`config.mk`:
```
export PLATFORM = sky130hd
export DESIGN_NAME = lgf_blend
export DESIGN_NICKNAME = d
export VERILOG_FILES = /design/src/rtl/lgf_pkg.sv /design/src/rtl/lgf_blend.sv
export SDC_FILE = /design/constraint.sdc
export NUM_CORES = 1
export LEC_CHECK = 0
export ABC_CLOCK_PERIOD_IN_PS = 10200
export BUFFER_PORTS_ARGS = -buffer_cell sky130_fd_sc_hd__buf_2
export CELL_PAD_IN_SITES_DETAIL_PLACEMENT = 2
export CELL_PAD_IN_SITES_GLOBAL_PLACEMENT = 2
export CORE_MARGIN = 4
export CORE_UTILIZATION = 30
export CTS_BUF_LIST = sky130_fd_sc_hd__clkbuf_2 sky130_fd_sc_hd__clkbuf_4 sky130_fd_sc_hd__clkbuf_8
export DETAILED_ROUTE_END_ITERATION = 8
export PLACE_DENSITY = 0.6
export RECOVER_POWER = 50
export SLEW_MARGIN = 20
export SYNTH_ARGS = -nofsm -noshare
export SYNTH_HDL_FRONTEND = slang
export SYNTH_SLANG_ARGS = --single-unit
```
`constraint.sdc`:
```
create_clock -name i_clk -period 10.2 [get_ports i_clk]
set_clock_uncertainty 0.2 [all_clocks]
set_input_delay 1.02 -clock i_clk [delete_from_list [all_inputs] [get_ports i_clk]]
set_output_delay 1.02 -clock i_clk [all_outputs]
set_load 0.05 [all_outputs]
```
`src/rtl/lgf_pkg.sv`:
```
// shared types, constants and helpers of the linear gradient fill block
`timescale 1ns / 1ps

package lgf_pkg;

    localparam int CANVAS_SIDE   = 16384;
    localparam int FRACTION_BITS = 14;

    localparam int PIX_W  = 14;                 // canvas coordinate
    localparam int LEN_W  = 15;                 // region extent
    localparam int AXIS_W = 16;                 // q1.14 axis component
    localparam int COL_W  = 32;                 // packed rgba
    localparam int CH_W   = 8;
    localparam int NUM_CH = COL_W / CH_W;
    localparam int EXT_W  = 18;                 // room for start + extent
    localparam int PROD_W = PIX_W + AXIS_W + 1; // coordinate times axis
    localparam int PROJ_W = PROD_W + 1;         // projection
    localparam int DIFF_W = PROJ_W + 1;         // projection minus low bound
    localparam int SPAN_W = PROD_W;
    localparam int Q_BITS = 16;                 // q0.16 position
    localparam int U_W    = Q_BITS + 1;

    localparam int ADDR_W = 5;
    localparam int DATA_W = 32;

    localparam logic [SPAN_W-1:0] UNIT_SPAN = SPAN_W'(1) << FRACTION_BITS;
    localparam logic [U_W-1:0]    U_ONE     = U_W'(1) << Q_BITS;

    typedef enum logic [2:0] {
        REG_LEFT   = 3'd0,
        REG_TOP    = 3'd1,
        REG_WIDTH  = 3'd2,
        REG_HEIGHT = 3'd3,
        REG_COS    = 3'd4,
        REG_SIN    = 3'd5,
        REG_START  = 3'd6,
        REG_END    = 3'd7
    } t_reg_idx;

    typedef struct packed {
        logic [PIX_W-1:0] pixel_col;
        logic [PIX_W-1:0] pixel_row;
    } t_pixel;

    typedef struct packed {
        logic [CH_W-1:0] red;
        logic [CH_W-1:0] green;
        logic [CH_W-1:0] blue;
        logic [CH_W-1:0] alpha;
    } t_color;

    typedef struct packed {
        logic [PIX_W-1:0]         region_left;
        logic [PIX_W-1:0]         region_top;
        logic [LEN_W-1:0]         region_width;
        logic [LEN_W-1:0]         region_height;
        logic signed [AXIS_W-1:0] axis_cos;
        logic signed [AXIS_W-1:0] axis_sin;
        logic [COL_W-1:0]         start_color;
        logic [COL_W-1:0]         end_color;
    } t_cfg;

    // gradient bounds derived from the region corners
    typedef struct packed {
        logic signed [PROJ_W-1:0] lo;
        logic [SPAN_W-1:0]        span;
    } t_bounds;

    // divider result with its saturation flags
    typedef struct packed {
        logic              zero;
        logic              full;
        logic [Q_BITS-1:0] q;
    } t_quot;

    function automatic logic signed [PROD_W-1:0] mul_axis(
        input logic [PIX_W-1:0]         x,
        input logic signed [AXIS_W-1:0] a
    );
        logic signed [PROD_W-1:0] xe;
        logic signed [PROD_W-1:0] ae;
        xe = PROD_W'($signed({1'b0, x}));
        ae = PROD_W'(a);
        return xe * ae;
    endfunction

endpackage

```
`src/rtl/lgf_blend.sv`:
```
// per-channel blend between start and end colors with rounding
`timescale 1ns / 1ps

module lgf_blend (
    input  logic                         i_clk,
    input  logic                         i_rst_n,
    input  logic                         i_en,
    input  logic                         i_valid,
    input  lgf_pkg::t_quot               i_quot,
    input  logic [lgf_pkg::COL_W-1:0]    i_start,
    input  logic [lgf_pkg::COL_W-1:0]    i_end,
    output logic                         o_valid,
    output lgf_pkg::t_color              o_color
);
    import lgf_pkg::*;

    localparam int SD_W = CH_W + 1;
    localparam int PW   = SD_W + U_W + 1;
    localparam logic signed [PW-1:0] ROUND = PW'(1) << (Q_BITS - 1);

    logic                          r_va, r_vb;
    logic signed [PW-1:0]          r_prod [NUM_CH];
    t_color                        r_color;

    logic [U_W-1:0]                u;
    logic signed [PW-1:0]          n_prod [NUM_CH];
    logic [NUM_CH-1:0][CH_W-1:0]   n_ch;

    // channel = s + ((e - s) * u + half) >> 16, which equals the weighted sum
    always_comb begin
        logic signed [PW-1:0] sd;
        logic signed [PW-1:0] ue;
        logic signed [PW-1:0] rnd;
        logic [CH_W-1:0]      s;
        logic [CH_W-1:0]      e;
        if (i_quot.zero) begin
            u = '0;
        end else if (i_quot.full) begin
            u = U_ONE;
        end else begin
            u = {1'b0, i_quot.q};
        end
        ue = PW'($signed({1'b0, u}));
        for (int c = 0; c < NUM_CH; c++) begin
            s         = i_start[COL_W-1-CH_W*c -: CH_W];
            e         = i_end[COL_W-1-CH_W*c -: CH_W];
            sd        = PW'($signed({1'b0, e}) - $signed({1'b0, s}));
            n_prod[c] = sd * ue;
            rnd       = r_prod[c] + ROUND;
            rnd       = rnd >>> Q_BITS;
            n_ch[NUM_CH-1-c] = i_start[COL_W-1-CH_W*c -: CH_W] + rnd[CH_W-1:0];
        end
    end

    always_ff @(posedge i_clk) begin
        if (!i_rst_n) begin
            r_va <= 1'b0;
            r_vb <= 1'b0;
        end else if (i_en) begin
            r_va <= i_valid;
            r_vb <= r_va;
        end
    end

    always_ff @(posedge i_clk) begin
        if (i_en) begin
            r_prod  <= n_prod;
            r_color <= t_color'(n_ch);
        end
    end

    assign o_valid = r_vb;
    assign o_color = r_color;

endmodule

```
* Word-level counts from Yosys, hierarchy flattened
Cells that the tools add are included. Widths: inputs -> output; s select.
Cells by class: add/sub/neg operators 12, $mul 4, muxes and demuxes 2
Operators by type and width (count):
- $add 24x17->24 const B | 4
- $mul 9x18->24 | 4
- $sub 8x8->9 | 4
- $mux 17 | 2
- $add 8x8->8 | 4
Storage, ports and cells: register bits 130, word-level logic and storage cells 28

* Depth between registers and ports, before layout
word-level depth 3, mapped depth 28

* Worst setup path after synthesis
No wires, ideal clock.
kind input -> register, start point input i_start[1] (netlist bit), end point register r_prod[23] (netlist bit), data pin, library setup time 0.268 ns, arrival time 7.169 ns, data required time 9.732 ns, path slack 2.564 ns, stages 28, path buffers 1, cells stage by stage inv_1 -> ha_1 -> nor2b_1 -> o21ai_0 -> nand2b_1 -> a31oi_1 -> nand2b_1 -> xnor2_1 -> clkbuf_1 -> nor2_1 -> fa_1 -> inv_1 -> fa_1 -> inv_1 -> fa_1 -> fa_1 -> inv_1 -> fa_1 -> inv_1 -> ha_1 -> or4_1 -> a221o_1 -> o211ai_2 -> a31oi_2 -> and4_4 -> o31a_1 -> nor2_2 -> xnor3_1
RTL lines:
- start, declared | RTL line lgf_blend.sv:10 | input logic [lgf_pkg::COL_W-1:0] i_start,
- end signal, assigned | RTL line lgf_blend.sv:67 | r_prod <= n_prod;
- end, declared | RTL line lgf_blend.sv:22 | logic signed [PW-1:0] r_prod [NUM_CH];

==> out/qor.yml <==
totalWireLength_um: 74320
status: "complete, but fails checks"
fin_util_pct: 33.30
drv_slew: 73
ys.flop_type: "edfxtp_1"
clockRootBuffer: "clkbuf_8"
hold_viol: 0
whs_ps: 329.5
synth_common_cells: "428 x fa_1, 385 x nor2_1, 348 x inv_1"
fin_crit_ps: 7792
crit_required_ps: 10180
path_clk_slew_ps: 100
rsz0062_at_grt: "false"
clock_latency_ps: 430
hpwl_um: 59480
via_per_inst: 4.853
crit_path_end_kind: "register"
synth_edf_count: 68
min_path_type: "register to register"
peakVddDrop_mv: 0.08288
avgSynthCellArea_um2: 9.407
netlist_instances: 2312
cts_resized: 0
grt_pass1_vias: 19906
die_w_um: 277.3
die_h_um: 277.3
setup_violations: 0
overflow: 0
worstMarginPinSlew_ps: 2612
postCtsSetupRepairBufs: 0
cts_tree: "yes"
drtAntennaViolNets: 0
cts_buffers: 9
dieArea_um2: 76870
grt.total_usage_pct: 19.80
grt_pass1_wl_um: 117100
max_slew_margin_pct: -74.14
syn2layout_area_growth_pct: 9.831
initial_core_util_pct: 30.32
gp_congestion: 0.8024
yosysMostFrequentCell: "fa_1"
synthesis.area_um2: 21750
max_freq_mhz: 128.3
ys_ff_latch: 70
yosysSeqAreaShare_pct: 9.573
drive_gt1_share_pct: 8.798
antenna_found_initial: 4
dp_slack_ps: 1942
critPathKind: "input port to register"
firstDrtPassIters: 4
async_flop_share_pct: 0
p_leak_nw: 11.83
maxCapViolations: 2
core_area_um2: 71730
wire_per_inst_um: 22.04
syn_nets: 3098
finalSetupTns_ps: 0
synth_top_area_share_pct: 39.39
cts-hold-fix-buffers: 0
cp_max_fo: 17
synthTopCellsByArea: "fa_1 39%, ha_1 16%, edfxtp_1 9.4%"
synth_warnings: 0
arrival_ps: 7770
violations: "max-capacitance violations, max-slew violations"
power.density_nw_per_um2: 197.5
h-tree-depth: 3
dr_total_vias: 16365
clockBufferDepth: 2
first_iter_violations: 563
cts_sinks: 70
layout_setup_ws_ps: 2408
port_buffers: 118
drc_errors: 0
timing.final.crit_share_pct: 76.39
final_nets: 3202
grt_max_degree: 38
cp-start-kind: "input port"
yosys.area.top_type: "fa_1"
ios: 119
num_rows: 98
ys_types: 64
[metrics by stage]
step / cells / power, mW / instance area [um^2]
after CTS: 3371 / 4.839 / 23920
after global routing: 3372 / 5.304 / 23890
after floorplan: 2312 / 3.355 / 21750
after global placement: 3355 / 4.313 / 23680
after detailed placement: 3355 / 4.461 / 23680
final: 3372 / 4.717 / 23890
[where the power goes]
group / total [mW] / switching (mW) / leakage, nW / internal [mW]
clock: 0.319 / 0.149 / 0.125 / 0.171
sequential: 0.696 / 0.0876 / 0.682 / 0.609
combinational: 3.70 / 2.19 / 11.0 / 1.51
[critical path: stages]
cell      delay (ps)
buf_2             90
inv_1             60
ha_1             200
fa_1             410
nor2b_1          120
o21ai_0          110
a21oi_1          210
nor2_1            80
xor2_1           150
buf_4            210
or2_2            310
fa_1             500
fa_1             500
inv_1             50
fa_1             470
fa_1             500
inv_1             60
fa_1             510
inv_1             50
ha_1             160
or4_1            410
a221o_1          310
o211ai_2         210
a31oi_2          210
and4_4           260
o31a_1           290
nor2_2           100
xnor3_1          200
[placed cells by master, fill, tap and decap left out, types with 4 or more instances in the layout]
cell,count
xnor2_1,98
buf_2,90
mux2i_1,4
nand2_1,118
nor3_1,20
nor2_1,384
o21ai_0,29
a21o_1,27
nand4_1,5
buf_4,63
and3_1,6
edfxtp_1,68
inv_1,348
fa_1,428
nand2b_1,163
and2_0,7
o21a_1,7
a211oi_1,7
xor2_1,32
a31oi_1,7
or3_1,4
o21bai_1,11
ha_1,272
or2_2,26
nor2b_1,16
and2_1,10
a21oi_1,44
clkbuf_1,29
nand3_1,25
clkbuf_8,9
[flip-flops by register name, indices dropped and copies added, names as in the netlist]
register and flops:
o_color 32, o_valid 1, r_prod 36, r_va 1
[layer usage]
layer	routed length (um)	track usage, %	part of all wire [%]	vias up
met1	33090	25.29	45	8807
met5	7	0	0.0094	-
li1	-	-	-	7377
met2	39010	36.89	52	138
met3	1361	1.902	1.8	41
met4	856	3.109	1.2	2
[cells by family (layout without fill, tap and decap cells)]
kind of cell	count (synthesis)	after routing	synth area share (%)
muxes	4	4	0.1841
AOI/OAI and AO/OA	158	158	4.769
buffers and inverters	437	546	7.576
other	0	1	0
DFF	70	70	9.573
xor gates and xnor gates	131	131	5.339
adders and majority gates	700	700	55.04
and+or+nand+nor	812	812	17.52
[final timing paths]
path                                 start     endpoint  slack, ps  cells after the start
worst max-delay path              i_end[0]   r_prod[23]       2410                     28
worst min-delay path                  r_va         r_va        330                      2
worst max register to register  r_prod[69]  o_color[23]       7340                     11
worst min register to register        r_va         r_va        330                      2
[final cells by class]
class                      count  area (um^2)
clock buffer                  12        146.4
antenna                        1        2.502
inverter                     348         1306
fill                        7943        47840
multi-input combinational   1805        18030
timing repair buffer         182         1032
sequential                    70         2082
tap                          950         1189
clock inverter                 4        95.09
No activity file was read; power rests on OpenSTA's default activity.
