### src/rtl/lgf_pkg.sv
// shared types, constants and helpers of the linear gradient fill block
`timescale 1ns / 1ps

package lgf_pkg;

    localparam int CANVAS_SIDE   = 16384;
    localparam int FRACTION_BITS = 14;

    localparam int PIX_W  = 14;                 // canvas coordinate
    localparam int LEN_W  = 15;                 // region extent
    localparam int AXIS_W = 16;                 // q1.14 axis component
    localparam int COL_W  = 32;                 // packed rgba
    localparam int CH_W   = 8;
    localparam int NUM_CH = COL_W / CH_W;
    localparam int EXT_W  = 18;                 // room for start + extent
    localparam int PROD_W = PIX_W + AXIS_W + 1; // coordinate times axis
    localparam int PROJ_W = PROD_W + 1;         // projection
    localparam int DIFF_W = PROJ_W + 1;         // projection minus low bound
    localparam int SPAN_W = PROD_W;
    localparam int Q_BITS = 16;                 // q0.16 position
    localparam int U_W    = Q_BITS + 1;

    localparam int ADDR_W = 5;
    localparam int DATA_W = 32;

    localparam logic [SPAN_W-1:0] UNIT_SPAN = SPAN_W'(1) << FRACTION_BITS;
    localparam logic [U_W-1:0]    U_ONE     = U_W'(1) << Q_BITS;

    typedef enum logic [2:0] {
        REG_LEFT   = 3'd0,
        REG_TOP    = 3'd1,
        REG_WIDTH  = 3'd2,
        REG_HEIGHT = 3'd3,
        REG_COS    = 3'd4,
        REG_SIN    = 3'd5,
        REG_START  = 3'd6,
        REG_END    = 3'd7
    } t_reg_idx;

    typedef struct packed {
        logic [PIX_W-1:0] pixel_col;
        logic [PIX_W-1:0] pixel_row;
    } t_pixel;

    typedef struct packed {
        logic [CH_W-1:0] red;
        logic [CH_W-1:0] green;
        logic [CH_W-1:0] blue;
        logic [CH_W-1:0] alpha;
    } t_color;

    typedef struct packed {
        logic [PIX_W-1:0]         region_left;
        logic [PIX_W-1:0]         region_top;
        logic [LEN_W-1:0]         region_width;
        logic [LEN_W-1:0]         region_height;
        logic signed [AXIS_W-1:0] axis_cos;
        logic signed [AXIS_W-1:0] axis_sin;
        logic [COL_W-1:0]         start_color;
        logic [COL_W-1:0]         end_color;
    } t_cfg;

    // gradient bounds derived from the region corners
    typedef struct packed {
        logic signed [PROJ_W-1:0] lo;
        logic [SPAN_W-1:0]        span;
    } t_bounds;

    // divider result with its saturation flags
    typedef struct packed {
        logic              zero;
        logic              full;
        logic [Q_BITS-1:0] q;
    } t_quot;

    function automatic logic signed [PROD_W-1:0] mul_axis(
        input logic [PIX_W-1:0]         x,
        input logic signed [AXIS_W-1:0] a
    );
        logic signed [PROD_W-1:0] xe;
        logic signed [PROD_W-1:0] ae;
        xe = PROD_W'($signed({1'b0, x}));
        ae = PROD_W'(a);
        return xe * ae;
    endfunction

endpackage

### src/rtl/lgf_proj.sv
// pixel projection onto the gradient axis and offset from the low bound
`timescale 1ns / 1ps

module lgf_proj (
    input  logic                                i_clk,
    input  logic                                i_rst_n,
    input  logic                                i_en,
    input  logic                                i_valid,
    input  lgf_pkg::t_pixel                     i_pixel,
    input  logic signed [lgf_pkg::AXIS_W-1:0]   i_axis_cos,
    input  logic signed [lgf_pkg::AXIS_W-1:0]   i_axis_sin,
    input  logic signed [lgf_pkg::PROJ_W-1:0]   i_lo,
    output logic                                o_valid,
    output logic signed [lgf_pkg::DIFF_W-1:0]   o_diff
);
    import lgf_pkg::*;

    localparam int STAGES = 4;

    logic [STAGES-1:0]        r_v;
    t_pixel                   r_pix;
    logic signed [PROD_W-1:0] r_pc, r_ps;
    logic signed [PROJ_W-1:0] r_p;
    logic signed [DIFF_W-1:0] r_d;

    always_ff @(posedge i_clk) begin
        if (!i_rst_n) begin
            r_v <= '0;
        end else if (i_en) begin
            r_v <= {r_v[STAGES-2:0], i_valid};
        end
    end

    always_ff @(posedge i_clk) begin
        if (i_en) begin
            r_pix <= i_pixel;
            r_pc  <= mul_axis(r_pix.pixel_col, i_axis_cos);
            r_ps  <= mul_axis(r_pix.pixel_row, i_axis_sin);
            r_p   <= PROJ_W'(r_pc) + PROJ_W'(r_ps);
            r_d   <= DIFF_W'(r_p) - DIFF_W'(i_lo);
        end
    end

    assign o_valid = r_v[STAGES-1];
    assign o_diff  = r_d;

endmodule

### config.mk
export PLATFORM = sky130hd
export DESIGN_NAME = lgf_proj
export DESIGN_NICKNAME = d
export VERILOG_FILES = /design/src/rtl/lgf_pkg.sv /design/src/rtl/lgf_proj.sv
export SDC_FILE = /design/constraint.sdc
export NUM_CORES = 1
export LEC_CHECK = 0
export BUFFER_PORTS_ARGS = -buffer_cell sky130_fd_sc_hd__buf_2
export CAP_MARGIN = 15
export CELL_PAD_IN_SITES_DETAIL_PLACEMENT = 1
export CELL_PAD_IN_SITES_GLOBAL_PLACEMENT = 1
export CORE_MARGIN = 2
export CORE_UTILIZATION = 50
export DETAILED_ROUTE_END_ITERATION = 12
export GPL_TIMING_DRIVEN = 0
export PLACE_DENSITY = 0.88
export RECOVER_POWER = 100
export REMOVE_ABC_BUFFERS = 1
export SLEW_MARGIN = 10
export SYNTH_ARGS = -nofsm -noshare
export SYNTH_HDL_FRONTEND = slang
export SYNTH_SLANG_ARGS = --single-unit
### constraint.sdc
create_clock -name i_clk -period 9.8 [get_ports i_clk]
set_clock_uncertainty 0.15 [all_clocks]
set_input_delay 0 -clock i_clk [delete_from_list [all_inputs] [get_ports i_clk]]
set_output_delay 0 -clock i_clk [all_outputs]
set_load 0.01 [all_outputs]
=== Word-level counts from Yosys, hierarchy flattened ===
Cells that the tools add are included.
Widths: inputs -> output; s select.

* Register bits after elaboration: 159
* Bits of input ports: 96
* Output and inout bits: 34
* Word-level logic and storage cells: 11

* $add $sub $neg: 2
* Multipliers: 2

{| class="wikitable"
|+ Operators with widths
! cell !! number
|-
| $mul 15x16->31 || 2
|-
| $sub 32x32->33 || 1
|-
| $add 31x31->32 || 1
|}

=== Longest topological paths before layout ===
* Depth after elaboration: 1
* Gate-level depth with buffers: 25
* Mapped depth without buffers: 24

=== Worst setup path after synthesis ===
OpenSTA, ideal clock, no wires.

* Path type: reg-to-reg
* From: reg r_pix[0] in the netlist's numbering
* To: reg r_ps[29] (data pin)
* Library setup time: 259 ps
* Arrival: 5870 ps
* Required time: 9391 ps
* Slack: 3521 ps
* Cell stages (with the launch flop): 26
* Path buffers: 1
* Clock period less this slack: 6279 ps
* Cells stage by stage: edfxtp_1 -> clkbuf_1 -> and2_1 -> fa_1 -> inv_1 -> fa_1 -> inv_1 -> fa_1 -> inv_1 -> fa_1 -> inv_1 -> fa_1 -> inv_1 -> fa_1 -> inv_1 -> ha_1 -> o21ai_0 -> a21oi_1 -> o41ai_1 -> a31oi_1 -> o2111ai_1 -> a21oi_1 -> a211oi_1 -> o21bai_1 -> a221oi_1 -> a211o_1

* Longest elaborated chain between the ends: 1

{| class="wikitable"
|+ Ends and longest elaborated chain
! what !! RTL line !! text
|-
| from (decl) || lgf_proj.sv:21 || <nowiki>t_pixel r_pix;</nowiki>
|-
| from (signal assigned) || lgf_proj.sv:36 || <nowiki>r_pix <= i_pixel;</nowiki>
|-
| $mul 15x16->31 || lgf_pkg.sv:84 || <nowiki>return xe * ae;</nowiki>
|-
| to (signal assigned) || lgf_proj.sv:38 || <nowiki>r_ps <= mul_axis(r_pix.pixel_row, i_axis_sin);</nowiki>
|-
| to (decl) || lgf_proj.sv:22 || <nowiki>logic signed [PROD_W-1:0] r_pc, r_ps;</nowiki>
|}

Every way passes these cells.
A chain may end at the register's enable or synchronous reset.

=== Final worst setup path ===
* From: in i_en
* To: reg r_pix[7] in the netlist's numbering (enable)

{| class="wikitable"
|+ RTL lines
! what !! RTL line !! text
|-
| from (decl) || lgf_proj.sv:7 || <nowiki>input logic i_en,</nowiki>
|}

No word-level cell between the ends.

==> flow_metrics.env <==
export IMPL_dieHeight_um=226
export IMPL_via_per_inst=5.50
export IMPL_grt_max_degree=106
export IMPL_dp_cells=3167
export IMPL_synth_top_cell_by_area="fa_1"
export IMPL_vias=17900
export IMPL_hp_class="in -> reg"
export IMPL_crit_end="r_pix[7]"
export IMPL_worstSetupPathType="in -> reg"
export IMPL_clkLatencyLatePin_ns=0.48
export IMPL_avgRoutedWirePerCell_um=20.6
export IMPL_dp_hpwl_um=53600
export IMPL_cp_end_kind="register"
export IMPL_synth_distinct_cells=66
export IMPL_maxCapViolCount=2
export IMPL_critPathRequiredTime_ns=9.57
export IMPL_cts_buffers=17
export IMPL_worst_setup_path_start_kind="input pin"
export IMPL_setup_viol=0
export IMPL_hold_viol_final=0
export IMPL_htree_levels=4
export IMPL_clock_path_buffers=2
export IMPL_grt_usage_pct=27.9
export IMPL_status="complete, but fails checks"
export IMPL_crit_top_cell="clkbuf_1"
export IMPL_ys_seq_area_share_pct=19.2
export IMPL_worst_path_stages=3
export IMPL_synthArstFlopShare_pct=0
export IMPL_placement_rows=81
export IMPL_tns_ns=0
export IMPL_drive_gt1_share_pct=5.46
export IMPL_first_global_vias=21500
export IMPL_fin_crit_ns=7.55
export IMPL_cts_tree="done"
export IMPL_synth_area_per_cell_um2=10.1
export IMPL_final_common_cell="inv_1"
export IMPL_cts_setup_buffers=0
export IMPL_initial_core_util_pct=50.5
export IMPL_die_x_um=226
export IMPL_synth_enable_flop_cells=155
export IMPL_coreArea_um2=48800
export IMPL_final_nets=3317
export IMPL_clk_pin_slew_ns=0.07
export IMPL_syn_inst=2437
export IMPL_worstMarginPinSlew_ns=5.81
export IMPL_period_share_pct=77.1
export IMPL_synth_top_area_share_pct=35.6
export IMPL_wirelength_um=67000
export IMPL_io_buffers=129
export IMPL_rsz0062_at_grt="false"
export IMPL_synth_area_um2=24700
export IMPL_instances_no_fill=3247
export IMPL_cts_root_buffer="clkbuf_16"
export IMPL_r2r_start="r_pix[14]"
export IMPL_first_pass_iters=5
export IMPL_drcViolationCount=0
export IMPL_synth_ff_type="edfxtp_1"
export IMPL_io_pins=130
export IMPL_r2r_end="r_pc[29]"
export IMPL_yosys_top_cells_area="fa_1 (36%), edfxtp_1 (19%), ha_1 (11%)"
export IMPL_violations="capacitance limit, slew limit"
export IMPL_yosysWarnings=0
export IMPL_max_freq_mhz=132
export IMPL_holdWs_ns=0.0337
export IMPL_cts_hold_buffers=48
export IMPL_finalMaxSlewViolations=162
export IMPL_routabilityCongestion=0.911
export IMPL_cp_arrival_ns=7.33
export IMPL_critPathMaxStageDelay_ns=4.21
export IMPL_crit_fanout=105
export IMPL_clkSinkCount=159
export IMPL_post_cts_resized=0
export IMPL_min_from="i_lo[10]"
export IMPL_ff2ff_path_depth=24
export IMPL_ant_nets=0
export IMPL_slowest_stage="clkbuf_1"
export IMPL_timing_reg2reg_setup_slack_ns=2.27
export IMPL_slew_headroom_pct=-287
export IMPL_drt_initial_drc_count=1046
export IMPL_mostFrequentLayoutCells="inv_1 (504), fa_1 (438), and2_1 (265), nand2_1 (216), ha_1 (213)"
export IMPL_n_antenna_cell=0
export IMPL_crit_chain="dlygate4sd3_1 > clkbuf_1 > clkbuf_1"
export IMPL_overflow=0
export IMPL_cp_top_family="buffers and inverters"
export IMPL_syn_to_final_growth_pct=8.79
export IMPL_cp_startpoint="i_en"
export IMPL_die_area_um2=51100
export IMPL_critPathBufInv=3
export IMPL_synth_seq_cells=159
export IMPL_antenna_found_initial=1
export IMPL_grt_pass1_wl_um=110000
how the worst min path moves through the flow:
stage,end,cells after the start
after floorplan,r_pix[0],0
after global placement,r_pix[19],1
after detailed placement,r_pix[26],1
after CTS,o_diff[9],4
after global routing,o_diff[20],4
final,o_diff[10],4
worst register-to-register path, cell delays in order (launching register included):
cell and delay (ns):
edfxtp_1 0.63, and2_0 0.28, fa_1 0.54, inv_1 0.06
fa_1 0.54, inv_1 0.06, fa_1 0.50, inv_1 0.06
fa_1 0.54, inv_1 0.05, fa_1 0.47, inv_1 0.05
fa_1 0.50, inv_1 0.05, ha_1 0.35, a21oi_1 0.20
nand2_1 0.07, o21ai_0 0.40, o21ai_0 0.33, o21ai_0 0.37
o21ai_0 0.31, a211oi_1 0.37, o21bai_1 0.12, a21oi_1 0.18
xnor2_1 0.09
stage by stage:
step / cell area (um^2) / setup slack, ns / util (%)
floorplan: 24400 / 3.59 / -
global placement: 25900 / 2.95 / 53.0
detailed placement: 25900 / 2.60 / 53.1
CTS: 27000 / 2.52 / 55.2
global route: 26800 / 1.55 / 54.9
finish: 26800 / 2.25 / 54.9
cell type report:
class | count | area [um^2]
Sequential cell | 159 | 4730
Clock buffer | 23 | 468
Clock inverter | 9 | 87.6
Timing Repair Buffer | 178 | 1090
Fill cell | 5467 | 22000
Multi-Input combinational cell | 1710 | 17700
Tap cell | 664 | 831
Inverter | 504 | 1890
sequential cells by signal, indices dropped and copies added (netlist names):
| register | flops |
|---|---|
| r_pix | 28 |
| r_ps | 31 |
| r_pc | 31 |
| r_v | 4 |
| o_diff | 33 |
| r_p | 32 |
routing by layer:
metal  routed length [um]  GRT usage, %  vias to the layer above
met5                   11             0                        -
met3                 2240          2.89                      158
met4                 2550          11.8                        2
met1                25200          31.5                     9361
met2                37000          53.2                      469
li1                     -             -                     7876
cell usage after synthesis (6+ instances only):
master and count:
nand2_1 215, o21a_1 11, inv_1 504, o31ai_1 6, a21o_1 52, nand3_1 18
ha_1 213, o21ai_1 7, a31oi_1 8, and2_1 285, xor2_1 30, and3_1 7
edfxtp_1 155, xnor2_1 86, nor3_1 8, fa_1 438, o21ai_0 45, nor2b_1 21
a21oi_1 89, nand2b_1 16, o21bai_1 10, nor2_1 52, a211oi_1 15, clkbuf_1 64
nand4_1 9
kinds of logic after synthesis:
group	share of synthesized area, %
compound gates	7.40
xor+xnor	4.12
fa+ha+maj	46.4
buf+inv	8.65
flops	19.2
mux	0.203
simple gates	14.1
Power is left out: the tool's default activity adds up to more than one toggle a clock period on the data nets, which glitch-free logic cannot reach.
