[config.mk]
export PLATFORM = sky130hd
export DESIGN_NAME = lgf_div
export DESIGN_NICKNAME = d
export VERILOG_FILES = /design/src/rtl/lgf_pkg.sv /design/src/rtl/lgf_div.sv
export SDC_FILE = /design/constraint.sdc
export NUM_CORES = 2
export LEC_CHECK = 0
export ABC_AREA = 1
export BUFFER_PORTS_ARGS = -buffer_cell sky130_fd_sc_hd__buf_2
export CAP_MARGIN = 20
export CORE_MARGIN = 10
export CORE_UTILIZATION = 55
export CTS_CLUSTER_DIAMETER = 100
export CTS_CLUSTER_SIZE = 28
export DETAILED_ROUTE_END_ITERATION = 6
export PLACE_DENSITY_LB_ADDON = 0.2
export SYNTH_ARGS = -nofsm -noshare
export SYNTH_HDL_FRONTEND = slang
export SYNTH_SLANG_ARGS = --single-unit
[constraint.sdc]
create_clock -name i_clk -period 3.5 [get_ports i_clk]
set_clock_uncertainty 0.05 [all_clocks]
set_input_delay 0.175 -clock i_clk [delete_from_list [all_inputs] [get_ports i_clk]]
set_output_delay 0.175 -clock i_clk [all_outputs]
set_load 0.01 [all_outputs]
[src/rtl/lgf_pkg.sv]
// shared types, constants and helpers of the linear gradient fill block
`timescale 1ns / 1ps

package lgf_pkg;

    localparam int CANVAS_SIDE   = 16384;
    localparam int FRACTION_BITS = 14;

    localparam int PIX_W  = 14;                 // canvas coordinate
    localparam int LEN_W  = 15;                 // region extent
    localparam int AXIS_W = 16;                 // q1.14 axis component
    localparam int COL_W  = 32;                 // packed rgba
    localparam int CH_W   = 8;
    localparam int NUM_CH = COL_W / CH_W;
    localparam int EXT_W  = 18;                 // room for start + extent
    localparam int PROD_W = PIX_W + AXIS_W + 1; // coordinate times axis
    localparam int PROJ_W = PROD_W + 1;         // projection
    localparam int DIFF_W = PROJ_W + 1;         // projection minus low bound
    localparam int SPAN_W = PROD_W;
    localparam int Q_BITS = 16;                 // q0.16 position
    localparam int U_W    = Q_BITS + 1;

    localparam int ADDR_W = 5;
    localparam int DATA_W = 32;

    localparam logic [SPAN_W-1:0] UNIT_SPAN = SPAN_W'(1) << FRACTION_BITS;
    localparam logic [U_W-1:0]    U_ONE     = U_W'(1) << Q_BITS;

    typedef enum logic [2:0] {
        REG_LEFT   = 3'd0,
        REG_TOP    = 3'd1,
        REG_WIDTH  = 3'd2,
        REG_HEIGHT = 3'd3,
        REG_COS    = 3'd4,
        REG_SIN    = 3'd5,
        REG_START  = 3'd6,
        REG_END    = 3'd7
    } t_reg_idx;

    typedef struct packed {
        logic [PIX_W-1:0] pixel_col;
        logic [PIX_W-1:0] pixel_row;
    } t_pixel;

    typedef struct packed {
        logic [CH_W-1:0] red;
        logic [CH_W-1:0] green;
        logic [CH_W-1:0] blue;
        logic [CH_W-1:0] alpha;
    } t_color;

    typedef struct packed {
        logic [PIX_W-1:0]         region_left;
        logic [PIX_W-1:0]         region_top;
        logic [LEN_W-1:0]         region_width;
        logic [LEN_W-1:0]         region_height;
        logic signed [AXIS_W-1:0] axis_cos;
        logic signed [AXIS_W-1:0] axis_sin;
        logic [COL_W-1:0]         start_color;
        logic [COL_W-1:0]         end_color;
    } t_cfg;

    // gradient bounds derived from the region corners
    typedef struct packed {
        logic signed [PROJ_W-1:0] lo;
        logic [SPAN_W-1:0]        span;
    } t_bounds;

    // divider result with its saturation flags
    typedef struct packed {
        logic              zero;
        logic              full;
        logic [Q_BITS-1:0] q;
    } t_quot;

    function automatic logic signed [PROD_W-1:0] mul_axis(
        input logic [PIX_W-1:0]         x,
        input logic signed [AXIS_W-1:0] a
    );
        logic signed [PROD_W-1:0] xe;
        logic signed [PROD_W-1:0] ae;
        xe = PROD_W'($signed({1'b0, x}));
        ae = PROD_W'(a);
        return xe * ae;
    endfunction

endpackage

[src/rtl/lgf_div.sv]
// pipelined restoring divider, one quotient bit per stage
`timescale 1ns / 1ps

module lgf_div (
    input  logic                                i_clk,
    input  logic                                i_rst_n,
    input  logic                                i_en,
    input  logic                                i_valid,
    input  logic signed [lgf_pkg::DIFF_W-1:0]   i_diff,
    input  logic [lgf_pkg::SPAN_W-1:0]          i_span,
    output logic                                o_valid,
    output lgf_pkg::t_quot                      o_quot
);
    import lgf_pkg::*;

    logic [Q_BITS-1:0]              r_v;
    logic [Q_BITS-1:0]              r_zero;
    logic [Q_BITS-1:0]              r_full;
    logic [Q_BITS-1:0][SPAN_W-1:0]  r_rem;
    logic [Q_BITS-1:0][Q_BITS-1:0]  r_q;

    logic [Q_BITS-1:0]              v_in, zero_in, full_in;
    logic [Q_BITS-1:0][SPAN_W-1:0]  rem_in;
    logic [Q_BITS-1:0][Q_BITS-1:0]  q_in;
    logic [Q_BITS-1:0][SPAN_W-1:0]  n_rem;
    logic [Q_BITS-1:0][Q_BITS-1:0]  n_q;

    always_comb begin
        logic [SPAN_W:0] t;
        logic            ge;
        // first stage takes the offset; out-of-range offsets only set a flag
        v_in[0]    = i_valid;
        zero_in[0] = i_diff[DIFF_W-1] || (i_diff == '0);
        full_in[0] = !i_diff[DIFF_W-1] && (i_diff >= $signed(DIFF_W'(i_span)));
        rem_in[0]  = i_diff[SPAN_W-1:0];
        q_in[0]    = '0;
        for (int k = 1; k < Q_BITS; k++) begin
            v_in[k]    = r_v[k-1];
            zero_in[k] = r_zero[k-1];
            full_in[k] = r_full[k-1];
            rem_in[k]  = r_rem[k-1];
            q_in[k]    = r_q[k-1];
        end
        for (int k = 0; k < Q_BITS; k++) begin
            t        = {rem_in[k], 1'b0};
            ge       = (t >= {1'b0, i_span});
            n_rem[k] = ge ? SPAN_W'(t - {1'b0, i_span}) : t[SPAN_W-1:0];
            n_q[k]   = {q_in[k][Q_BITS-2:0], ge};
        end
    end

    always_ff @(posedge i_clk) begin
        if (!i_rst_n) begin
            r_v <= '0;
        end else if (i_en) begin
            r_v <= v_in;
        end
    end

    always_ff @(posedge i_clk) begin
        if (i_en) begin
            r_zero <= zero_in;
            r_full <= full_in;
            r_rem  <= n_rem;
            r_q    <= n_q;
        end
    end

    assign o_valid     = r_v[Q_BITS-1];
    assign o_quot.zero = r_zero[Q_BITS-1];
    assign o_quot.full = r_full[Q_BITS-1];
    assign o_quot.q    = r_q[Q_BITS-1];

endmodule

Word-level counts from Yosys, hierarchy flattened
Index checks and enable logic that the tools add are counted.
- reduce and logical (&&, ||, !) cells: 4
- multiplexer cells: 15
- $add $sub $neg: 15
- order comparisons: 17
- operator list (cell ; number):
    32-bit by 31-bit greater-or-equal comparator with 1-bit output ; 16
    31-bit 2-to-1 mux ; 15
    31-bit subtractor ; 15
    33-bit by 32-bit greater-or-equal comparator with 1-bit output ; 1
    33-bit zero test ; 1
    1-bit logical AND ; 1
    1-bit zero test ; 1
    1-bit logical OR ; 1
- bits in registers: 649
- logic and storage cells: 100
- bits of input ports: 68

Longest topological paths before layout
- word-level depth: 2
- depth in mapped cells: 16
- mapped depth without buffers: 15

Worst setup path before layout
Ideal clock, no wire load.
- kind: input port to flip-flop
- start point: input i_span[0] in the netlist's numbering
- end point: register r_rem[366] in the netlist's numbering (data pin)
- path slack: 0.930 ns
- arrival: 2.267 ns
- required time: 3.197 ns
- cell stages on the path: 15
- path through: inv_1 buf_2 buf_2 clkbuf_1 ha_1 nand3_1 nor2_1 nand3_1 nand3_1 nand2_1 nand2_2 inv_2 buf_6 nand2_1 nand2_1
- RTL lines (element ; line ; text):
    start, declared ; lgf_div.sv:10 ; input logic [lgf_pkg::SPAN_W-1:0] i_span,
    end signal, assigned ; lgf_div.sv:64 ; r_rem <= n_rem;
    end, declared ; lgf_div.sv:19 ; logic [Q_BITS-1:0][SPAN_W-1:0] r_rem;

==> reports/summary.md <==
The number of buffers inserted during clock tree synthesis was 37. The tools report the type of origin of the critical path as a flip-flop. The die is 358 um wide. Setup repair after global routing left no endpoint under its margin. On the critical path the largest part of the delay comes from simple AND/OR/NAND/NOR gates. By count the netlist is led by sky130_fd_sc_hd__nand2_1 (4225), sky130_fd_sc_hd__inv_1 (1793), sky130_fd_sc_hd__nor2_1 (692), sky130_fd_sc_hd__edfxtp_1 (633), sky130_fd_sc_hd__nand3_1 (619). The warning count from the yosys run was 0.

The utilization after layout came out at 0.595. In this design, the stage delay of the slowest critical-path cell is 0.56 ns. The tools report the number of detailed-route iterations in the first pass as 6. The area of the mapped netlist was 62800 um^2; the count of input and output buffers was 86. The share of the cycle needed by the critical path after routing was 0.825; the total wire length after detailed routing was 213000 um. The tightest min-delay check is of the input port to flip-flop type. The initial antenna violation count was 8; the static leakage was 37.1 nW. For the global-route congestion overflow total, the log shows 0. The number of enable-type register cells in the synthesized netlist was 633; the number of stages on the worst hold path was 1. Worst flop-to-flop path startpoint: r_rem[394]$_DFFE_PP_. Number of vias per cell: 5.39.

The run finished with clean final reports. The total power density per cell area works out to 836 nW/um^2. Summed over all instances, the cell type with the most area after synthesis is sky130_fd_sc_hd__edfxtp_1. Most used flip-flop cell after synthesis: sky130_fd_sc_hd__edfxtp_1.

After floorplanning, the core was sized to cover 113000 um^2. The run gives 67200 um^2 as the area of all placed cells without fillers. Reg-to-reg endpoint: r_rem[422]$_DFFE_PP_. In this run the most critical hold path is launched from i_en.

For the final setup violation count, the log shows 0. For the worst-skew pair, the clock arrives at the later sink with an insertion delay of 0.65 ns. The tools report the detailed placement HPWL as 164000 um. The tree is rooted in a sky130_fd_sc_hd__clkbuf_16.

By area the synthesized netlist is led by sky130_fd_sc_hd__edfxtp_1 (30%), sky130_fd_sc_hd__nand2_1 (25%), sky130_fd_sc_hd__inv_1 (11%). STA classifies the critical path endpoint as a flip-flop. The logs give 346 MHz for the maximum achievable frequency and 9804 for the number of instances in the synthesized netlist. The run gives 0.242 as the normalized max-slew margin. Traced cell by cell, the critical path runs through ha_1 > nand2_1 > inv_1 > nand2_1 > nand3_1 > a21oi_1 > nor2_1 > nor2_1 > nand2_2 > inv_2 > buf_4 > nand2_1 > nand2_1. The share of the synthesized area in the top cell type was 0.303; the average wire length per cell after detail routing was 18.5 um. 87 I/O pins were placed. For this block, the via count after detailed routing is 61900. The count of buffer and inverter cells on the critical path is 3. The share of post-route cells with drive strength above 1 works out to 0.0385. The most repeated library cell on the critical path is sky130_fd_sc_hd__nand2_1. Setup slack on the worst reg-to-reg path comes out at 0.61 ns.

Clock tree synthesis found a total of 649 sinks. Averaged over all synthesized cells, the footprint is 6.40 um^2. The logs give 128000 um^2 for the full die area and 0.281 ns for the placement-stage worst setup slack. The logs give 0.000493 V for the worst-case vdd ir drop and 3.36 ns for the data arrival time of the worst path.

The tools report the number of cell rows as 123. The maximum fanout encountered on the critical timing path is 16, and the worst-case setup margin in the final layout is 0.611 ns. For the sum of negative setup slack, the log shows 0 ns. The post-route total power came out at 56.2 mW. The transition time at the pin with the least slew margin was 1.14 ns; the count of H-tree levels built during CTS was 2. After the flow finishes, the layout carries non-filler instances totaling 11500. The proportion of synthesized chip area in sequential cells is 0.308, and the final number of max-transition violations is 0. The hold violation count in the final report is 0, and the logic depth of the worst register-to-register path is 13. Number of global-route vias before repair: 56000. Clock-pin slew was measured on the worst setup and hold paths at 0.10 ns.

The synthesis-to-finish area growth is 7.10%, and the tightest hold margin is 0.0360 ns. The logs give 10600 for the number of nets in the layout and 0 for the remaining routing DRC violations. The share of flip-flops with an asynchronous set or reset after synthesis was 0. The clock tree buffer depth was 3; the minimum clock period after layout was 2.89 ns.

The tools report the total cell area at the placement stage as 65600 um^2. Weighted congestion at the end of routability-driven global placement: 1.04. Across the run, the number of max-cap violations was 0. The most used standard cell by instance count after synthesis was sky130_fd_sc_hd__nand2_1.

TritonCTS built the clock tree. Entering global routing, the biggest net connects 85 pins. When the netlist entered floorplanning its net count stood at 10400.

Fill cells in the final layout number 11100. For the worst setup path, the data required time is 3.97 ns. For the violation count after the first detailed-route iteration, the log shows 6859. The starting density of the core came out at 0.556. After synthesis the netlist holds a flip-flop and latch count of 649.

The cell with the largest stage delay on the worst path is sky130_fd_sc_hd__edfxtp_1. Measured along the y axis, the die boundary spans 358 um. The count of nets left with antenna violations once routing finished came out at 0. The worst setup path is of the flip-flop to flip-flop kind. The first-pass GRT wire length is 324000 um. The run gives 0.325 as the global routing usage summed across all routing layers. For hold timing, the worst endpoint is n_q[250]$_DFFE_PP_.

The number of distinct library cells after synthesis is 40. The number of placed instances, taps included was 11400.
[worst register-to-register path: stages, from the launching register on]
cell and delay, ns:
sky130_fd_sc_hd__edfxtp_1 0.56, sky130_fd_sc_hd__ha_1 0.46, sky130_fd_sc_hd__nand2_1 0.15, sky130_fd_sc_hd__inv_1 0.05, sky130_fd_sc_hd__nand2_1 0.06, sky130_fd_sc_hd__nand3_1 0.11
sky130_fd_sc_hd__a21oi_1 0.24, sky130_fd_sc_hd__nor2_1 0.07, sky130_fd_sc_hd__nor2_1 0.12, sky130_fd_sc_hd__nand2_2 0.17, sky130_fd_sc_hd__inv_2 0.25, sky130_fd_sc_hd__buf_4 0.30
sky130_fd_sc_hd__nand2_1 0.09, sky130_fd_sc_hd__nand2_1 0.08
[report_power, final]
| part | internal [mW] | switching, mW | leakage (nW) |
|---|---|---|---|
| logic | 11.7 | 23.5 | 30.2 |
| registers | 13.0 | 2.77 | 6.35 |
| clock network | 2.23 | 3.04 | 0.619 |
| total | 26.9 | 29.3 | 37.1 |
[registers in the layout (all words and copies together), names as in the netlist]
name and flops:
r_full 16, n_q 120, r_v 16, r_zero 16, o_quot 16, r_rem 465
[timing repair]
item / 4_1_cts / 5_1_grt
buffers inserted: 0 / 0
endpoints found under the hold margin: 48 / 0
hold buffers: 35 / 0
resized for setup: 0 / 0
[routing by layer]
metal  global-route usage  part of all wire  vias to the layer above
li1                     -                 -                    30900
met3               0.0617              0.11                      429
met5                    0           0.00020                        -
met2                0.480              0.41                     2711
met4                0.115             0.039                        6
met1                0.471              0.45                    27900
[logic make-up (layout without fill, tap and decap cells)]
group	Yosys count	in the layout	share of synthesized area
compound gates	479	479	0.0404
other cells	0	3	0
fa+ha+maj	541	541	0.110
simple gates	5992	5992	0.389
xor+xnor	210	210	0.0293
flops	649	649	0.308
buf+inv	1933	2119	0.124
[layout by cell type, fill, tap and decap left out, types with 19 or more instances in the layout]
cell	Yosys	routed
sky130_fd_sc_hd__nor4_1	24	24
sky130_fd_sc_hd__ha_1	526	526
sky130_fd_sc_hd__inv_2	34	37
sky130_fd_sc_hd__edfxtp_1	633	633
sky130_fd_sc_hd__nor3_1	114	114
sky130_fd_sc_hd__xor2_1	195	195
sky130_fd_sc_hd__o21ai_0	68	68
sky130_fd_sc_hd__clkbuf_16	0	38
sky130_fd_sc_hd__buf_4	38	62
sky130_fd_sc_hd__dlygate4sd3_1	0	35
sky130_fd_sc_hd__nor2_1	692	692
sky130_fd_sc_hd__nand3_1	619	619
sky130_fd_sc_hd__buf_12	0	48
sky130_fd_sc_hd__o21bai_1	40	40
sky130_fd_sc_hd__and2_1	33	33
sky130_fd_sc_hd__inv_1	1793	1785
sky130_fd_sc_hd__nand2_2	19	19
sky130_fd_sc_hd__o21ai_1	62	62
sky130_fd_sc_hd__buf_2	10	85
sky130_fd_sc_hd__nand3b_1	54	54
sky130_fd_sc_hd__a21oi_1	296	296
sky130_fd_sc_hd__nor2_2	45	45
sky130_fd_sc_hd__nand4_1	135	135
sky130_fd_sc_hd__nand2_1	4225	4225
[worst max-delay path by stage]
stage,from,to,slack (ns),cells past startpoint
after global placement,i_span[1],r_rem[430]$_DFFE_PP_,0.34,14
final,r_rem[394]$_DFFE_PP_,r_rem[422]$_DFFE_PP_,0.61,13
after floorplan,i_span[0],r_rem[366]$_DFFE_PP_,0.93,15
after detailed placement,i_span[1],r_rem[422]$_DFFE_PP_,0.28,14
after CTS,r_rem[223]$_DFFE_PP_,r_rem[270]$_DFFE_PP_,0.66,14
after global routing,r_rem[223]$_DFFE_PP_,r_rem[270]$_DFFE_PP_,0.44,14
[final cells by class]
cell class / instances / area, um^2 / area share
Sequential cell: 649 / 19300 / 0.288
Clock inverter: 23 / 330 / 0.00491
Tap cell: 1500 / 1880 / 0.0279
Timing Repair Buffer: 231 / 2220 / 0.0330
Clock buffer: 38 / 951 / 0.0141
Multi-Input combinational cell: 7222 / 35700 / 0.530
Inverter: 1827 / 6860 / 0.102
Antenna cell: 3 / 7.51 / 0.000112
Note: power is estimated with default switching activity, not from simulation.
