<file path="config.mk">
export PLATFORM = sky130hd
export DESIGN_NAME = lgf_cfg
export DESIGN_NICKNAME = d
export VERILOG_FILES = /design/src/rtl/lgf_pkg.sv /design/src/rtl/lgf_cfg.sv
export SDC_FILE = /design/constraint.sdc
export NUM_CORES = 2
export LEC_CHECK = 0
export BUFFER_PORTS_ARGS = -buffer_cell sky130_fd_sc_hd__buf_2
export CAP_MARGIN = 20
export CORE_UTILIZATION = 41
export CTS_BUF_LIST = sky130_fd_sc_hd__clkbuf_4 sky130_fd_sc_hd__clkbuf_8 sky130_fd_sc_hd__clkbuf_16
export CTS_CLUSTER_DIAMETER = 200
export CTS_CLUSTER_SIZE = 8
export DETAILED_ROUTE_END_ITERATION = 12
export HOLD_SLACK_MARGIN = 0.1
export SYNTH_ARGS = -nofsm -noshare
export SYNTH_HDL_FRONTEND = slang
export SYNTH_SLANG_ARGS = --single-unit
</file>
<file path="constraint.sdc">
create_clock -name i_clk -period 14 [get_ports i_clk]
set_input_delay 0.7 -clock i_clk [delete_from_list [all_inputs] [get_ports i_clk]]
set_output_delay 0.7 -clock i_clk [all_outputs]
set_load 0.05 [all_outputs]
</file>
<file path="src/rtl/lgf_pkg.sv">
// shared types, constants and helpers of the linear gradient fill block
`timescale 1ns / 1ps

package lgf_pkg;

    localparam int CANVAS_SIDE   = 16384;
    localparam int FRACTION_BITS = 14;

    localparam int PIX_W  = 14;                 // canvas coordinate
    localparam int LEN_W  = 15;                 // region extent
    localparam int AXIS_W = 16;                 // q1.14 axis component
    localparam int COL_W  = 32;                 // packed rgba
    localparam int CH_W   = 8;
    localparam int NUM_CH = COL_W / CH_W;
    localparam int EXT_W  = 18;                 // room for start + extent
    localparam int PROD_W = PIX_W + AXIS_W + 1; // coordinate times axis
    localparam int PROJ_W = PROD_W + 1;         // projection
    localparam int DIFF_W = PROJ_W + 1;         // projection minus low bound
    localparam int SPAN_W = PROD_W;
    localparam int Q_BITS = 16;                 // q0.16 position
    localparam int U_W    = Q_BITS + 1;

    localparam int ADDR_W = 5;
    localparam int DATA_W = 32;

    localparam logic [SPAN_W-1:0] UNIT_SPAN = SPAN_W'(1) << FRACTION_BITS;
    localparam logic [U_W-1:0]    U_ONE     = U_W'(1) << Q_BITS;

    typedef enum logic [2:0] {
        REG_LEFT   = 3'd0,
        REG_TOP    = 3'd1,
        REG_WIDTH  = 3'd2,
        REG_HEIGHT = 3'd3,
        REG_COS    = 3'd4,
        REG_SIN    = 3'd5,
        REG_START  = 3'd6,
        REG_END    = 3'd7
    } t_reg_idx;

    typedef struct packed {
        logic [PIX_W-1:0] pixel_col;
        logic [PIX_W-1:0] pixel_row;
    } t_pixel;

    typedef struct packed {
        logic [CH_W-1:0] red;
        logic [CH_W-1:0] green;
        logic [CH_W-1:0] blue;
        logic [CH_W-1:0] alpha;
    } t_color;

    typedef struct packed {
        logic [PIX_W-1:0]         region_left;
        logic [PIX_W-1:0]         region_top;
        logic [LEN_W-1:0]         region_width;
        logic [LEN_W-1:0]         region_height;
        logic signed [AXIS_W-1:0] axis_cos;
        logic signed [AXIS_W-1:0] axis_sin;
        logic [COL_W-1:0]         start_color;
        logic [COL_W-1:0]         end_color;
    } t_cfg;

    // gradient bounds derived from the region corners
    typedef struct packed {
        logic signed [PROJ_W-1:0] lo;
        logic [SPAN_W-1:0]        span;
    } t_bounds;

    // divider result with its saturation flags
    typedef struct packed {
        logic              zero;
        logic              full;
        logic [Q_BITS-1:0] q;
    } t_quot;

    function automatic logic signed [PROD_W-1:0] mul_axis(
        input logic [PIX_W-1:0]         x,
        input logic signed [AXIS_W-1:0] a
    );
        logic signed [PROD_W-1:0] xe;
        logic signed [PROD_W-1:0] ae;
        xe = PROD_W'($signed({1'b0, x}));
        ae = PROD_W'(a);
        return xe * ae;
    endfunction

endpackage

</file>
<file path="src/rtl/lgf_cfg.sv">
// configuration registers and the region bound pipeline
`timescale 1ns / 1ps

module lgf_cfg (
    input  logic                          i_clk,
    input  logic                          i_rst_n,
    input  logic                          psel,
    input  logic                          penable,
    input  logic                          pwrite,
    input  logic [lgf_pkg::ADDR_W-1:0]    paddr,
    input  logic [lgf_pkg::DATA_W-1:0]    pwdata,
    output logic [lgf_pkg::DATA_W-1:0]    prdata,
    output logic                          pready,
    output lgf_pkg::t_cfg                 o_cfg,
    output lgf_pkg::t_bounds              o_bounds
);
    import lgf_pkg::*;

    localparam t_cfg CFG_RESET = '{
        region_left:   '0,
        region_top:    '0,
        region_width:  LEN_W'(1),
        region_height: LEN_W'(1),
        axis_cos:      AXIS_W'(16384),
        axis_sin:      '0,
        start_color:   COL_W'(32'h0000_00ff),
        end_color:     COL_W'(32'hffff_ffff)
    };

    t_cfg r_cfg;

    logic [PIX_W-1:0] x0, x1, y0, y1;

    logic signed [PROD_W-1:0] r_x0c, r_x1c, r_y0s, r_y1s;
    logic signed [PROD_W-1:0] r_min_x, r_min_y;
    logic [SPAN_W-1:0]        r_dx, r_dy;
    t_bounds                  r_bounds;

    logic signed [PROD_W-1:0] n_min_x, n_min_y, diff_x, diff_y;
    logic [SPAN_W-1:0]        n_dx, n_dy, span_sum;
    t_bounds                  n_bounds;

    // first and last index of one region axis after clipping to the canvas
    function automatic logic [2*PIX_W-1:0] clip_axis(
        input logic [PIX_W-1:0] start,
        input logic [LEN_W-1:0] len
    );
        logic [EXT_W-1:0] s;
        logic [EXT_W-1:0] n;
        logic [EXT_W-1:0] e;
        s = EXT_W'(start);
        if (s > EXT_W'(CANVAS_SIDE - 1)) begin
            s = EXT_W'(CANVAS_SIDE - 1);
        end
        n = EXT_W'(len);
        if (n == '0) begin
            n = EXT_W'(1);
        end
        if (s + n > EXT_W'(CANVAS_SIDE)) begin
            n = EXT_W'(CANVAS_SIDE) - s;
        end
        e = s + n - EXT_W'(1);
        return {s[PIX_W-1:0], e[PIX_W-1:0]};
    endfunction

    assign pready = 1'b1;

    always_ff @(posedge i_clk) begin
        if (!i_rst_n) begin
            r_cfg <= CFG_RESET;
        end else if (psel && penable && pwrite) begin
            case (t_reg_idx'(paddr[4:2]))
                REG_LEFT:   r_cfg.region_left   <= pwdata[PIX_W-1:0];
                REG_TOP:    r_cfg.region_top    <= pwdata[PIX_W-1:0];
                REG_WIDTH:  r_cfg.region_width  <= pwdata[LEN_W-1:0];
                REG_HEIGHT: r_cfg.region_height <= pwdata[LEN_W-1:0];
                REG_COS:    r_cfg.axis_cos      <= $signed(pwdata[AXIS_W-1:0]);
                REG_SIN:    r_cfg.axis_sin      <= $signed(pwdata[AXIS_W-1:0]);
                REG_START:  r_cfg.start_color   <= pwdata[COL_W-1:0];
                REG_END:    r_cfg.end_color     <= pwdata[COL_W-1:0];
                default: ;
            endcase
        end
    end

    always_comb begin
        case (t_reg_idx'(paddr[4:2]))
            REG_LEFT:   prdata = DATA_W'(r_cfg.region_left);
            REG_TOP:    prdata = DATA_W'(r_cfg.region_top);
            REG_WIDTH:  prdata = DATA_W'(r_cfg.region_width);
            REG_HEIGHT: prdata = DATA_W'(r_cfg.region_height);
            REG_COS:    prdata = {{(DATA_W-AXIS_W){r_cfg.axis_cos[AXIS_W-1]}}, r_cfg.axis_cos};
            REG_SIN:    prdata = {{(DATA_W-AXIS_W){r_cfg.axis_sin[AXIS_W-1]}}, r_cfg.axis_sin};
            REG_START:  prdata = DATA_W'(r_cfg.start_color);
            REG_END:    prdata = DATA_W'(r_cfg.end_color);
            default:    prdata = '0;
        endcase
    end

    assign {x0, x1} = clip_axis(r_cfg.region_left, r_cfg.region_width);
    assign {y0, y1} = clip_axis(r_cfg.region_top, r_cfg.region_height);

    // min and span (max minus min) over the corners, split into a column part and a row part
    always_comb begin
        diff_x   = r_x1c - r_x0c;
        diff_y   = r_y1s - r_y0s;
        n_min_x  = (r_x0c < r_x1c) ? r_x0c : r_x1c;
        n_min_y  = (r_y0s < r_y1s) ? r_y0s : r_y1s;
        n_dx     = diff_x[PROD_W-1] ? SPAN_W'(-diff_x) : SPAN_W'(diff_x);
        n_dy     = diff_y[PROD_W-1] ? SPAN_W'(-diff_y) : SPAN_W'(diff_y);
        span_sum = r_dx + r_dy;
        n_bounds.lo   = PROJ_W'(r_min_x) + PROJ_W'(r_min_y);
        n_bounds.span = (span_sum == '0) ? UNIT_SPAN : span_sum;
    end

    // reset values match the reset register contents
    always_ff @(posedge i_clk) begin
        if (!i_rst_n) begin
            r_x0c         <= '0;
            r_x1c         <= '0;
            r_y0s         <= '0;
            r_y1s         <= '0;
            r_min_x       <= '0;
            r_min_y       <= '0;
            r_dx          <= '0;
            r_dy          <= '0;
            r_bounds.lo   <= '0;
            r_bounds.span <= UNIT_SPAN;
        end else begin
            r_x0c    <= mul_axis(x0, r_cfg.axis_cos);
            r_x1c    <= mul_axis(x1, r_cfg.axis_cos);
            r_y0s    <= mul_axis(y0, r_cfg.axis_sin);
            r_y1s    <= mul_axis(y1, r_cfg.axis_sin);
            r_min_x  <= n_min_x;
            r_min_y  <= n_min_y;
            r_dx     <= n_dx;
            r_dy     <= n_dy;
            r_bounds <= n_bounds;
        end
    end

    assign o_cfg    = r_cfg;
    assign o_bounds = r_bounds;

endmodule

</file>
# Yosys cells after proc, flatten, opt, wreduce, memory -nomap -nowiden
# Cells that the tools add are included.
dict set report classes {
  n_addsub 14
  mul 4
  n_lt_le_gt_ge 4
  eq_ne 7
  n_mux 9
  bitwise_logic 1
  n_reduce_logical 17
}
# op count
set op_table {}
lappend op_table {{32-bit one-hot mux with 8 select lines} 1}
lappend op_table {{15-bit by 16-bit multiplier with 31-bit output} 4}
lappend op_table {{31-bit < comparator} 2}
lappend op_table {{31-bit 2-to-1 mux} 2}
lappend op_table {{31-bit negation} 2}
lappend op_table {{31-bit subtractor} 2}
lappend op_table {{30-bit 2-to-1 mux} 2}
lappend op_table {{18-bit by 15-bit > comparator with 1-bit output (second input constant)} 2}
lappend op_table {{14-bit by 15-bit adder with 16-bit output} 2}
lappend op_table {{31-bit by 31-bit adder with 32-bit output} 1}
lappend op_table {{31-bit adder} 1}
lappend op_table {{31-bit zero test} 1}
lappend op_table {{15-bit zero test} 2}
lappend op_table {{15-bit 2-to-1 mux} 2}
lappend op_table {{14-bit adder} 2}
lappend op_table {{14-bit 2-to-1 mux} 2}
lappend op_table {{1-bit by 14-bit subtractor with 14-bit output (first input constant)} 2}
lappend op_table {{14-bit by 1-bit subtractor with 14-bit output (second input constant)} 2}
lappend op_table {{2-bit AND reduction} 10}
lappend op_table {{3-bit == test (second input constant)} 4}
lappend op_table {{3-bit by 2-bit == test with 1-bit output (second input constant)} 2}
lappend op_table {{3-bit by 1-bit == test with 1-bit output (second input constant)} 1}
lappend op_table {{3-bit zero test} 1}
lappend op_table {{1-bit logical AND} 2}
lappend op_table {{other kinds (2)} 2}
dict set report totals {
  reg_bits 465
  inputBits 42
  out_inout_bits 250
  wordCells 76
}

# Depth between registers and ports, before layout
dict set report depth {
  word_depth 8
  mapped_depth 58
  ltp_nobuf 54
}

# Worst setup path after synthesis
# OpenSTA, ideal clock, no wires.
dict set report synth_timing {
  path_kind {reg-to-reg}
  start {register r_cfg (netlist bit o_cfg[113])}
  end {register r_x1c[29]}
  setup_time_ns 0.128
  arrival_time_ns 11.848
  slack_ns 2.025
  path_stages_with_launch 53
  n_path_buf 4
  period_less_slack_ns 11.975
  cell_sequence {dfxtp_1 clkbuf_1 nor4_1 a41o_1 ha_1 a21o_1 maj3_1 maj3_1 a21oi_1 o2111ai_1 nor4_1 nand3_1 maj3_2 o21a_1 buf_2 clkbuf_1 nor2_1 a21oi_1 [17 not listed] ha_1 fa_1 fa_1 fa_1 fa_1 fa_1 ha_1 a21o_1 a21oi_1 nor2b_1 or3_1 a211oi_1 o211ai_1 a41oi_1 o21bai_1 a21oi_1 xor2_1 nor2_1}
}
dict set report synth_via {
  elab_chain_cells 8
}
# item line
set synth_rtl {}
lappend synth_rtl {{from (decl)} lgf_cfg.sv:30} ;# t_cfg r_cfg;
lappend synth_rtl {{15-bit zero test} lgf_cfg.sv:56} ;# if (n == '0) begin
lappend synth_rtl {{15-bit 2-to-1 mux *} lgf_cfg.sv:56}
lappend synth_rtl {{14-bit by 15-bit adder with 16-bit output} lgf_cfg.sv:59} ;# if (s + n > EXT_W'(CANVAS_SIDE)) begin
lappend synth_rtl {{18-bit by 15-bit > comparator with 1-bit output} lgf_cfg.sv:59}
lappend synth_rtl {{14-bit 2-to-1 mux *} lgf_cfg.sv:59}
lappend synth_rtl {{14-bit adder *} lgf_cfg.sv:62} ;# e = s + n - EXT_W'(1);
lappend synth_rtl {{14-bit by 1-bit subtractor with 14-bit output *} lgf_cfg.sv:62}
lappend synth_rtl {{15-bit by 16-bit multiplier with 31-bit output *} lgf_pkg.sv:84} ;# return xe * ae;
lappend synth_rtl {{to (signal assigned)} lgf_cfg.sv:131} ;# r_x1c <= mul_axis(x1, r_cfg.axis_cos);
lappend synth_rtl {{to (decl)} lgf_cfg.sv:34} ;# logic signed [PROD_W-1:0] r_x0c, r_x1c, r_y0s, r_y1s;
# Mark *: on every way between the ends. The rest lies on a longest branch, timed or not.
# A chain may end at the register's enable or synchronous reset.

# Worst setup path after layout
# Same ends and word-level chain as after synthesis.

==> results.md <==
| Quantity | Value |
| --- | --- |
| WP data required | 14.51 ns |
| Place WS | 1.094 ns |
| Global-route met2 utilization | 41.41% |
| Share of layout cells above drive strength 1 | 7.588% |
| HPWL reported at the end of detailed placement | 143,200 µm |
| Number of nets in the final layout | 8,665 |
| Class of the tightest hold or removal check | input port to register |
| Syn Nets | 8,577 |
| Total standard cell area after synthesis | 0.06048 mm² |
| Commonest cells in the netlist | 1,140 x inv_1, 913 x nand2_1, 880 x fa_1 |
| Slew at the pin with the worst max-slew slack | 1.219 ns |
| Area fraction of the dominant cell type after synthesis | 29.13% |
| FMAX | 0.07708 GHz |
| Number of storage elements in the synthesis netlist | 465 |
| Top-count cell post-synth | inv_1 |
| RSZ-0062 raised after global routing | false |
| Max Fanout on Critical Path | 17 |
| Average routed wire per standard cell | 19.97 µm |
| Result of the run | finished clean |
| Synth top area cells | fa_1 29%, dfxtp_1 15%, ha_1 10% |
| Fin crit period | 12.97 ns |
| EDFF count, synth | 0 |
| Final hold violation count | 0 |
| Initial DRC count | 3,621 |
| Number of cells upsized or downsized after cts | 0 |
| Library cells used by synthesis | 90 |
| Crit path largest cell delay | 0.54 ns |
| Worst setup SP type | register |
| Latest clock arrival within the worst-skew pair | 0.67 ns |
| # Max-Cap Violations | 0 |
| Largest net degree at the start of global routing | 107 |
| Maximum number of buffers from clock root to sink | 3 |
| Hold bufs inserted after CTS | 0 |
| Worst IR Drop VDD | 0.08069 mV |
| Vias/cell | 5.385 |
| Worst setup path category | register to register |
| Io pins | 292 |
| Yosys warning total | 0 |
| Met3 Usage GRT | 3.734% |
| Final core utilization | 44.94% |
| Fillers | 14,558 |
| Endpoint kind of the worst setup timing path | register |
| Final setup skew | 0.05080 ns |
| Area of the die | 0.1490 mm² |
| Synth Area per Inst | 8.454 µm² |
| Combined global-route utilization of all metal layers | 24.89% |
| Routed Antenna Nets | 0 |
| Number of instances in the synthesized netlist | 7,154 |
| Residual DRC | 0 |
| Peak-usage layer in the global routing report | met2 |
| Post-synth top area cell | fa_1 |
| Power density cells | 63.15 mW/mm² |
| Kind of cell adding the most delay to the critical path | adder cells |
| Post-synthesis sequential area ratio | 15.39% |
| Buffer count from post-CTS setup fixing | 0 |
| P_leak | 31.96 nW |
| Reg clk slew, reported paths | 0.06 ns |
| Total congestion overflow | 0 |
| Top_reg_cell synth | dfxtp_1 |
| Pins over their slew limit | 0 |
| Worst relative slew slack | 18.43% |
| Starting utilization of the core area | 41.40% |
| DRT Pass-1 Iters | 6 |
| Number of setup violations in the final report | 0 |
| FP Rows | 140 |
| Routability Congestion | 0.9167 |
| Clock net sink count | 465 |
| Sum Neg Setup Slack | 0 ns |
| Global-route wire length before repair | 288,600 µm |
| CTS tree | yes |
| Width of the die | 386.1 µm |
| Synthesis-to-layout area growth | 8.557% |
| Antenna violations before repair | 8 |
| Cell chosen for the clock root | clkbuf_16 |
| Final routed wirelength across all metal layers | 183,100 µm |
| Total buffers and inverters traversed by the critical path | 3 |
| Via count of the first global-routing pass | 50,409 |
| Die outline height | 386.1 µm |
| Met1 routing resource usage after global routing | 32.66% |
| Most frequent CP cell | fa_1 |
| Quantity of I/O buffers inserted on ports | 288 |
| Number of CTS-inserted buffers | 68 |
| Htree depth | 3 |
| Final Worst Setup Slack | 1.027 ns |
| Async set-reset flop share out of synthesis | 0% |
| DR vias | 49,367 |
| Area of the placeable core | 0.1461 mm² |
| Cell with the largest stage delay on the worst path | o41ai_1 |
| Critical path arrival | 13.49 ns |
| Post-route fraction of the period consumed by the critical path | 92.67% |
==> kinds of logic after synthesis <==
logic type | Yosys count | share of synthesized area [%]
other cells | 1 | 0.006201
simple gates | 2332 | 18.38
compound gates | 1079 | 11.38
fa+ha+maj | 1386 | 39.58
buf+inv | 1515 | 9.482
mux | 82 | 1.477
xor+xnor | 294 | 4.303
flops | 465 | 15.39
==> metrics by stage <==
step                      area (µm²)  cells  total power, mW  hold WS [ns]
after global routing           65650   9165            4.325        0.2782
after CTS                      65600   9162            4.156        0.2634
after global placement         63740   9085            2.615        0.4434
after detailed placement       63750   9086            2.624        0.4490
after floorplan                60480   7154            2.285        0.4437
final                          65650   9167            4.146        0.2859
==> layer usage <==
metal / wire (µm) / vias to the layer above
li1: - / 22858
met1: 78270 / 24444
met2: 85050 / 1689
met3: 12290 / 374
met4: 7486 / 2
met5: 13 / -
==> power by group <==
part           switching (mW)  leakage [nW]  internal (mW)  total, mW
clock                   0.646         0.903          0.878       1.52
sequential             0.0399          3.76           1.39       1.43
combinational           0.795          27.3          0.396       1.19
total                    1.48          32.0           2.66       4.15
==> cell type report <==
| cell class | instances | area, µm² | share of cell area, % |
|---|---|---|---|
| inverter | 1141 | 4290 | 6.535 |
| multi-input combinational | 5174 | 45540 | 69.37 |
| clock buffer | 70 | 1734 | 2.641 |
| clock inverter | 6 | 113.9 | 0.1734 |
| timing repair buffer | 392 | 2248 | 3.425 |
| tap | 1917 | 2399 | 3.653 |
| antenna | 2 | 5.005 | 0.007623 |
| sequential | 465 | 9318 | 14.19 |
==> worst paths after layout <==
check | startpoint | end | slack (ns) | cells after the start
worst min register to register | o_cfg[68] | o_cfg[68] | 0.46 | 2
worst max-delay path | o_cfg[113] | r_x1c[29] | 1.03 | 48
worst min-delay path | pwdata[31] | o_cfg[31] | 0.29 | 3
worst max register to register | o_cfg[113] | r_x1c[29] | 1.03 | 48
==> sequential cells by signal, summed over array words and instances (netlist names) <==
| name | cells |
|---|---|
| o_bounds | 63 |
| o_cfg | 126 |
| r_dx | 31 |
| r_dy | 31 |
| r_min_x | 31 |
| r_min_y | 31 |
| r_x0c | 31 |
| r_x1c | 31 |
| r_y0s | 31 |
| r_y1s | 31 |
| x0 | 14 |
| y0 | 14 |
==> cells in the final DEF, fill, tap and decap left out, types with 32 or more instances in the layout <==
| cell | synthesis | routed |
|---|---|---|
| nor3_1 | 94 | 91 |
| nand3_1 | 145 | 145 |
| nor2_1 | 400 | 400 |
| dfxtp_1 | 465 | 458 |
| fa_1 | 880 | 880 |
| inv_1 | 1140 | 1140 |
| o21ai_0 | 186 | 186 |
| and3_1 | 34 | 34 |
| a211oi_1 | 34 | 34 |
| a21oi_1 | 413 | 413 |
| ha_1 | 501 | 501 |
| nor2b_1 | 86 | 86 |
| mux2i_1 | 69 | 69 |
| buf_4 | 1 | 103 |
| and2_1 | 435 | 435 |
| xnor2_1 | 193 | 184 |
| clkbuf_16 | 0 | 69 |
| o21bai_1 | 32 | 32 |
| xor2_1 | 99 | 98 |
| a21o_1 | 98 | 98 |
| or3_1 | 40 | 40 |
| nand2_1 | 913 | 913 |
| buf_2 | 14 | 287 |
| nand2b_1 | 59 | 59 |
| o21a_1 | 34 | 34 |
==> worst reg2reg max path, delay by kind of cell, from the launching register on <==
family / cells / cell delay [ns]
adders and majority gates: 12 / 4.48
AOI/OAI and AO/OA: 17 / 3.96
and+or+nand+nor: 10 / 2.01
xor gates and xnor gates: 4 / 0.98
muxes: 2 / 0.58
DFF: 1 / 0.45
buffers and inverters: 3 / 0.35
No activity file was read; power rests on OpenSTA's default activity.
